<file path="src/afc_pkg.sv">
// ----------------------------------------------------------------------------
// AABB frustum cull test package
// Shared constants and the control word that travels along the plane cells.
// ----------------------------------------------------------------------------
package afc_pkg;

  // Plane register layout: three Q2.14 normal components and an offset.
  localparam int unsigned NORM_W      = 16;
  localparam int unsigned FRAC_BITS   = 14;
  localparam int unsigned PLANE_W     = 64;
  localparam int unsigned OFFSET_SLOT = 3;
  localparam int unsigned AXES        = 3;

  // Configuration port.
  localparam int unsigned CFG_IDX_W = 3;
  localparam logic [CFG_IDX_W-1:0] REG_PLANE_BASE = 3'd0;

  // Corner selectors within a box.
  localparam int unsigned CORNER_MIN = 0;
  localparam int unsigned CORNER_MAX = 1;

  // Control word passed from cell to cell.
  typedef struct packed {
    logic valid;
    logic unculled;
  } afc_ctl_t;

endpackage

</file>
<file path="src/afc_cell.sv">
// ----------------------------------------------------------------------------
// AABB frustum cull plane cell
// Holds one plane, tests the box arriving from its neighbor against it and
// hands the box and the updated inside flag on through its stage registers.
// ----------------------------------------------------------------------------
module afc_cell #(
  parameter int unsigned COORD_BITS = 16
) (
  input  logic                                 clk,
  input  logic                                 rst_n,
  input  logic                                 plane_we,
  input  logic [afc_pkg::PLANE_W-1:0]          plane_data,
  input  afc_pkg::afc_ctl_t                    ctl_i,
  input  logic [1:0][2:0][COORD_BITS-1:0]      box_i,
  output afc_pkg::afc_ctl_t                    ctl_o,
  output logic [1:0][2:0][COORD_BITS-1:0]      box_o
);

  localparam int unsigned PROD_W = afc_pkg::NORM_W + COORD_BITS;
  localparam int unsigned OFF_W  = afc_pkg::NORM_W + afc_pkg::FRAC_BITS;
  localparam int unsigned SUM_W  = ((PROD_W > OFF_W) ? PROD_W : OFF_W) + 2;

  logic [afc_pkg::PLANE_W-1:0]           plane_r;
  logic signed [afc_pkg::NORM_W-1:0]     norm   [afc_pkg::AXES];
  logic signed [COORD_BITS-1:0]          pick   [afc_pkg::AXES];
  logic signed [PROD_W-1:0]              prod_nxt [afc_pkg::AXES];
  logic signed [PROD_W-1:0]              prod_r   [afc_pkg::AXES];
  logic signed [afc_pkg::NORM_W-1:0]     offset;
  logic signed [SUM_W-1:0]               offset_ext;
  logic signed [SUM_W-1:0]               dist_sum;
  afc_pkg::afc_ctl_t                     ctl_a_r;
  afc_pkg::afc_ctl_t                     ctl_b_r;
  afc_pkg::afc_ctl_t                     ctl_b_nxt;
  logic [1:0][2:0][COORD_BITS-1:0]       box_a_r;
  logic [1:0][2:0][COORD_BITS-1:0]       box_b_r;

  // Plane register, loaded from the configuration port.
  always_ff @(posedge clk) begin
    if (!rst_n) begin
      plane_r <= '0;
    end else if (plane_we) begin
      plane_r <= plane_data;
    end
  end

  // First stage: pick the positive vertex per axis and multiply by the normal.
  always_comb begin
    for (int a = 0; a < afc_pkg::AXES; a++) begin
      norm[a] = $signed(plane_r[a*afc_pkg::NORM_W +: afc_pkg::NORM_W]);
      pick[a] = norm[a][afc_pkg::NORM_W-1] ? $signed(box_i[afc_pkg::CORNER_MIN][a])
                                           : $signed(box_i[afc_pkg::CORNER_MAX][a]);
      prod_nxt[a] = norm[a] * pick[a];
    end
  end

  // Second stage: add the scaled offset and check the sign of the distance.
  always_comb begin
    offset     = $signed(plane_r[afc_pkg::OFFSET_SLOT*afc_pkg::NORM_W +: afc_pkg::NORM_W]);
    offset_ext = $signed({{(SUM_W-OFF_W){offset[afc_pkg::NORM_W-1]}}, offset,
                          {afc_pkg::FRAC_BITS{1'b0}}});
    dist_sum   = SUM_W'(prod_r[0]) + SUM_W'(prod_r[1]) + SUM_W'(prod_r[2]) + offset_ext;
    ctl_b_nxt.valid    = ctl_a_r.valid;
    ctl_b_nxt.unculled = ctl_a_r.unculled & ~dist_sum[SUM_W-1];
  end

  // Control registers of both stages.
  always_ff @(posedge clk) begin
    if (!rst_n) begin
      ctl_a_r <= '0;
      ctl_b_r <= '0;
    end else begin
      ctl_a_r <= ctl_i;
      ctl_b_r <= ctl_b_nxt;
    end
  end

  // Payload registers: products and the box travelling alongside.
  always_ff @(posedge clk) begin
    prod_r  <= prod_nxt;
    box_a_r <= box_i;
    box_b_r <= box_a_r;
  end

  assign ctl_o = ctl_b_r;
  assign box_o = box_b_r;

endmodule
</file>
<file path="config.mk">
export PLATFORM = sky130hd
export DESIGN_NAME = afc_cell
export DESIGN_NICKNAME = d
export VERILOG_FILES = /design/src/afc_pkg.sv /design/src/afc_cell.sv
export SDC_FILE = /design/constraint.sdc
export NUM_CORES = 2
export LEC_CHECK = 0
export BUFFER_PORTS_ARGS = -buffer_cell sky130_fd_sc_hd__buf_4
export CAP_MARGIN = 20
export CORE_ASPECT_RATIO = 1.4
export CORE_MARGIN = 2
export CORE_UTILIZATION = 50
export DETAILED_ROUTE_END_ITERATION = 8
export PLACE_DENSITY_LB_ADDON = 0.15
export REMOVE_ABC_BUFFERS = 1
export SLEW_MARGIN = 20
export SYNTH_ARGS = -nofsm -noshare
export SYNTH_HDL_FRONTEND = slang
export SYNTH_SLANG_ARGS = --single-unit
</file>
<file path="constraint.sdc">
create_clock -name clk -period 8.8 [get_ports clk]
set_input_delay 2.64 -clock clk [delete_from_list [all_inputs] [get_ports clk]]
set_output_delay 2.64 -clock clk [all_outputs]
set_load 0.03 [all_outputs]
</file>
==> run summary <==
Run status - finished, final reports clean
CP endpoint kind - register
Adder-Cell Fraction of Synth Area - 0.511
Start point of the worst hold path - box_a_r[58]
Destination of the worst hold path - box_o[58]
Number of cells traversed by the worst register-to-register path - 24
Share of post-route cells with drive strength above 1 - 0.120
Core area - 78900 um^2
Max-slew violations - 0
Switching part of the total - 0.447
Reg-to-reg endpoint - prod_r[95]
EDFF count, synth - 0
DIE WIDTH - 242 um
DRC errors left - 0
Via count of the routed design - 26600
Die Y - 338 um
Net switching power of the design - 5.96 mW
Static power due to leakage - 23.2 nW
Clock latency of the later-clocked register in the worst-skew pair - 0.58 ns
Final estimated routing congestion in global placement - 0.875
Number of warnings reported in the yosys synthesis log - 0
Antenna violations before repair - 2
Overall power - 13.3 mW
Normalized max-slew margin - 0.390
Relative contribution of sequential cells to total power - 0.167
Ports placed on the boundary - 263
Pwr per Cell Area - 294 nW/um^2
Clock network power share - 0.138
Iteration-0 DRC Markers - 1006
Final number of setup-violating endpoints - 0
Share of flip-flops with an asynchronous set or reset - 0
Number of buffers on the longest clock path - 3
Gate count after technology mapping - 3923
Slew of the pin with the lowest slew margin - 0.915 ns
Area delta synth->final - 14.0%
Most common flop cell mapped by yosys - sky130_fd_sc_hd__dfxtp_1
Critical path arrival - 8.73 ns
Number of buffers inserted to repair setup after CTS - 0
Total Routed Length - 90900 um
Combinational family with the most area after synthesis - adder cells
Compound-cell area share of the yosys netlist - 0.0515
Die Area - 81900 um^2
RSZ-0062 raised after global routing - false
Level count of the clock H-tree - 2
Hold path depth - 0
Antenna-violating nets left - 0
Clk Tree Root Cell - sky130_fd_sc_hd__clkbuf_16
Crit path launch type - input pin
Proportion of synthesized chip area in sequential cells - 0.179
Number of clock sinks - 356
Final clock period utilization by the worst path - 0.939
Final hold vios - 0
Crit-path max FO - 7
Via count of the first global-routing pass - 29700
Peak clock frequency supported by timing - 121 MHz
Num rows - 122
Post-DP HPWL - 76800 um
Initial standard-cell utilization of the core - 0.504
Number of nets in the finished design - 5560
First-pass iteration count of the detailed router - 5
Combined area of all synthesized cells - 39800 um^2
CTS Buf Count - 40
Total global routing track utilization - 0.236
Number of vias per cell - 4.97
Origin of the critical flop-to-flop path - plane_r[15]
Maximum number of pins on one net before global-route repair - 69
Internal reg-to-reg setup slack - 1.59 ns
Post-Synth Simple-Gate Area - 0.125
Part of the power in combinational logic - 0.695
Synth unique cells - 55
Synthesized area per cell - 10.1 um^2
Routed wirelength normalized by instance count - 17.0 um
Hold Path Class - register to register
Clock slew seen by the registers of the worst setup and hold paths - 0.07 ns
Final critical delay including setup and external delays - 8.26 ns
Fraction of synthesized area in multiplexers - 0.0169
Area share of xor/xnor cells in the synthesized design - 0.0224
Number of gates given a new drive strength after cts - 0
Worst hold-check slack - 0.321 ns
Worst voltage drop across the vdd grid - 0.272 mV
Leftover overflow at the end of global routing - 0
Number of port buffers - 262
Global-route wire length before repair - 151000 um
Number of synthesized register bits - 356
Final clock skew - 0.0203 ns
Data required time at the worst endpoint - 9.27 ns
Start-to-end type of the worst setup path - input pin to register
Clock tree from TritonCTS - done
Internal power - 7.38 mW
Max cap viols - 0
Hold bufs inserted after CTS - 0
==> cells in the final DEF (no fill, tap or decap), types with 79 or more instances in the layout <==
master                    synthesis  layout
sky130_fd_sc_hd__inv_1          877     877
sky130_fd_sc_hd__fa_1           836     836
sky130_fd_sc_hd__buf_4            0     415
sky130_fd_sc_hd__nand2_1        356     356
sky130_fd_sc_hd__dfxtp_1        356     356
sky130_fd_sc_hd__ha_1           289     289
sky130_fd_sc_hd__nor2b_1        287     287
sky130_fd_sc_hd__and2_1         162     162
sky130_fd_sc_hd__a21oi_1         88      88
sky130_fd_sc_hd__nor2_1          82      82
sky130_fd_sc_hd__xnor2_1         79      79
==> worst max-delay path, cell delays in order <==
cell                        delay [ns]
sky130_fd_sc_hd__buf_4            0.12
sky130_fd_sc_hd__nand2_1          0.10
sky130_fd_sc_hd__inv_1            0.06
sky130_fd_sc_hd__a21o_1           0.24
sky130_fd_sc_hd__buf_4            0.18
sky130_fd_sc_hd__buf_4            0.16
sky130_fd_sc_hd__and2_1           0.17
sky130_fd_sc_hd__fa_1             0.50
sky130_fd_sc_hd__fa_1             0.51
sky130_fd_sc_hd__ha_1             0.22
sky130_fd_sc_hd__fa_1             0.49
sky130_fd_sc_hd__inv_1            0.06
sky130_fd_sc_hd__fa_1             0.44
sky130_fd_sc_hd__fa_1             0.51
sky130_fd_sc_hd__inv_1            0.04
sky130_fd_sc_hd__ha_1             0.22
sky130_fd_sc_hd__or3_1            0.44
sky130_fd_sc_hd__o211ai_1         0.26
sky130_fd_sc_hd__a31oi_1          0.16
sky130_fd_sc_hd__nand2_1          0.14
sky130_fd_sc_hd__a31oi_1          0.12
sky130_fd_sc_hd__a2111oi_0        0.54
sky130_fd_sc_hd__buf_4            0.22
sky130_fd_sc_hd__a21oi_1          0.07
sky130_fd_sc_hd__xnor2_1          0.12
==> cells in the mapped netlist (3+ instances only) <==
library cell / number / area share
sky130_fd_sc_hd__nand2_1: 356 / 0.034
sky130_fd_sc_hd__o21ai_0: 42 / 0.0053
sky130_fd_sc_hd__o21a_1: 17 / 0.0032
sky130_fd_sc_hd__xnor2_1: 79 / 0.017
sky130_fd_sc_hd__a31oi_1: 6 / 0.00094
sky130_fd_sc_hd__a211oi_1: 18 / 0.0034
sky130_fd_sc_hd__nand3_1: 11 / 0.0014
sky130_fd_sc_hd__o211ai_1: 10 / 0.0019
sky130_fd_sc_hd__nor3_1: 10 / 0.0013
sky130_fd_sc_hd__clkbuf_1: 111 / 0.010
sky130_fd_sc_hd__nor2_1: 82 / 0.0077
sky130_fd_sc_hd__xor2_1: 23 / 0.0051
sky130_fd_sc_hd__a21boi_0: 6 / 0.0011
sky130_fd_sc_hd__nand4_1: 8 / 0.0013
sky130_fd_sc_hd__o311ai_0: 3 / 0.00066
sky130_fd_sc_hd__nand2b_1: 28 / 0.0044
sky130_fd_sc_hd__and3_1: 5 / 0.00079
sky130_fd_sc_hd__or3_1: 4 / 0.00063
sky130_fd_sc_hd__a21oi_1: 88 / 0.011
sky130_fd_sc_hd__inv_1: 877 / 0.083
sky130_fd_sc_hd__fa_1: 836 / 0.42
sky130_fd_sc_hd__o31ai_1: 3 / 0.00057
sky130_fd_sc_hd__a211o_1: 4 / 0.00088
sky130_fd_sc_hd__ha_1: 289 / 0.091
sky130_fd_sc_hd__or2_2: 12 / 0.0019
sky130_fd_sc_hd__o21bai_1: 13 / 0.0025
sky130_fd_sc_hd__a21bo_2: 3 / 0.00075
sky130_fd_sc_hd__o31a_1: 3 / 0.00066
sky130_fd_sc_hd__dfxtp_1: 356 / 0.18
sky130_fd_sc_hd__and2_1: 162 / 0.025
sky130_fd_sc_hd__nor2b_1: 287 / 0.045
sky130_fd_sc_hd__a21o_1: 70 / 0.013
sky130_fd_sc_hd__mux2i_1: 67 / 0.017
sky130_fd_sc_hd__buf_1: 6 / 0.00057
==> stage by stage <==
step | instances | util | TNS (ns) | setup WS, ns | instance area, um^2
floorplan | 3806 | - | -0.655 | -0.221 | 39400
global placement | 5282 | 0.557 | -0.0118 | -0.0118 | 43900
detailed placement | 5282 | 0.557 | -0.0281 | -0.0270 | 43900
CTS | 5353 | 0.575 | 0 | 0.559 | 45400
global route | 5354 | 0.575 | 0 | 0.184 | 45400
finish | 5355 | 0.575 | 0 | 0.535 | 45400
==> worst max-delay path by stage <==
stage,cells past startpoint,startpoint,slack (ns),endpoint
6_report,25,box_i[33],0.54,prod_r[31]
5_1_grt,26,box_i[33],0.18,prod_r[31]
2_1_floorplan,23,box_i[37],-0.22,prod_r[24]
3_5_place_dp,24,box_i[38],-0.03,prod_r[31]
3_3_place_gp,25,box_i[33],-0.01,prod_r[31]
4_1_cts,25,box_i[33],0.56,prod_r[31]
==> flip-flops by register name (all words and copies together) (netlist names) <==
register,count
box_o,96
plane_r,64
ctl_o,2
box_a_r,96
prod_r,96
ctl_a_r,2
==> cell type report <==
class	instances	area (um^2)
repair buffers	422	3260
well taps	1054	1320
clock buffers	53	1170
multi-input cells	2573	28900
fillers	6979	33500
flip-flops and latches	356	7130
diodes	2	5.00
clock inverters	18	279
inverters	877	3290
==> logic make-up after synthesis <==
| family | Yosys count |
|---|---|
| adders and majority gates | 1125 |
| muxes | 67 |
| and+or+nand+nor | 972 |
| buffers and inverters | 994 |
| DFF | 356 |
| xor gates and xnor gates | 102 |
| AOI/OAI and AO/OA | 307 |
==> power by group through the flow <==
| stage | registers (mW) | logic (mW) | clock network (mW) |
|---|---|---|---|
| after floorplan | 2.20 | 6.63 | 0 |
| after global placement | 2.26 | 9.24 | 0 |
| after detailed placement | 2.26 | 9.34 | 0 |
| after CTS | 2.23 | 9.46 | 1.91 |
| after global routing | 2.26 | 10.7 | 1.96 |
| final | 2.23 | 9.27 | 1.85 |
==> routing by layer <==
| layer | vias up | part of all wire | global-route usage |
|---|---|---|---|
| met4 | 2 | 0.044 | 0.0980 |
| li1 | 12400 | - | - |
| met3 | 212 | 0.043 | 0.0348 |
| met1 | 13500 | 0.37 | 0.266 |
| met2 | 559 | 0.54 | 0.444 |
| met5 | - | 0.000077 | 0 |
Power figures use the tool's default switching activity.
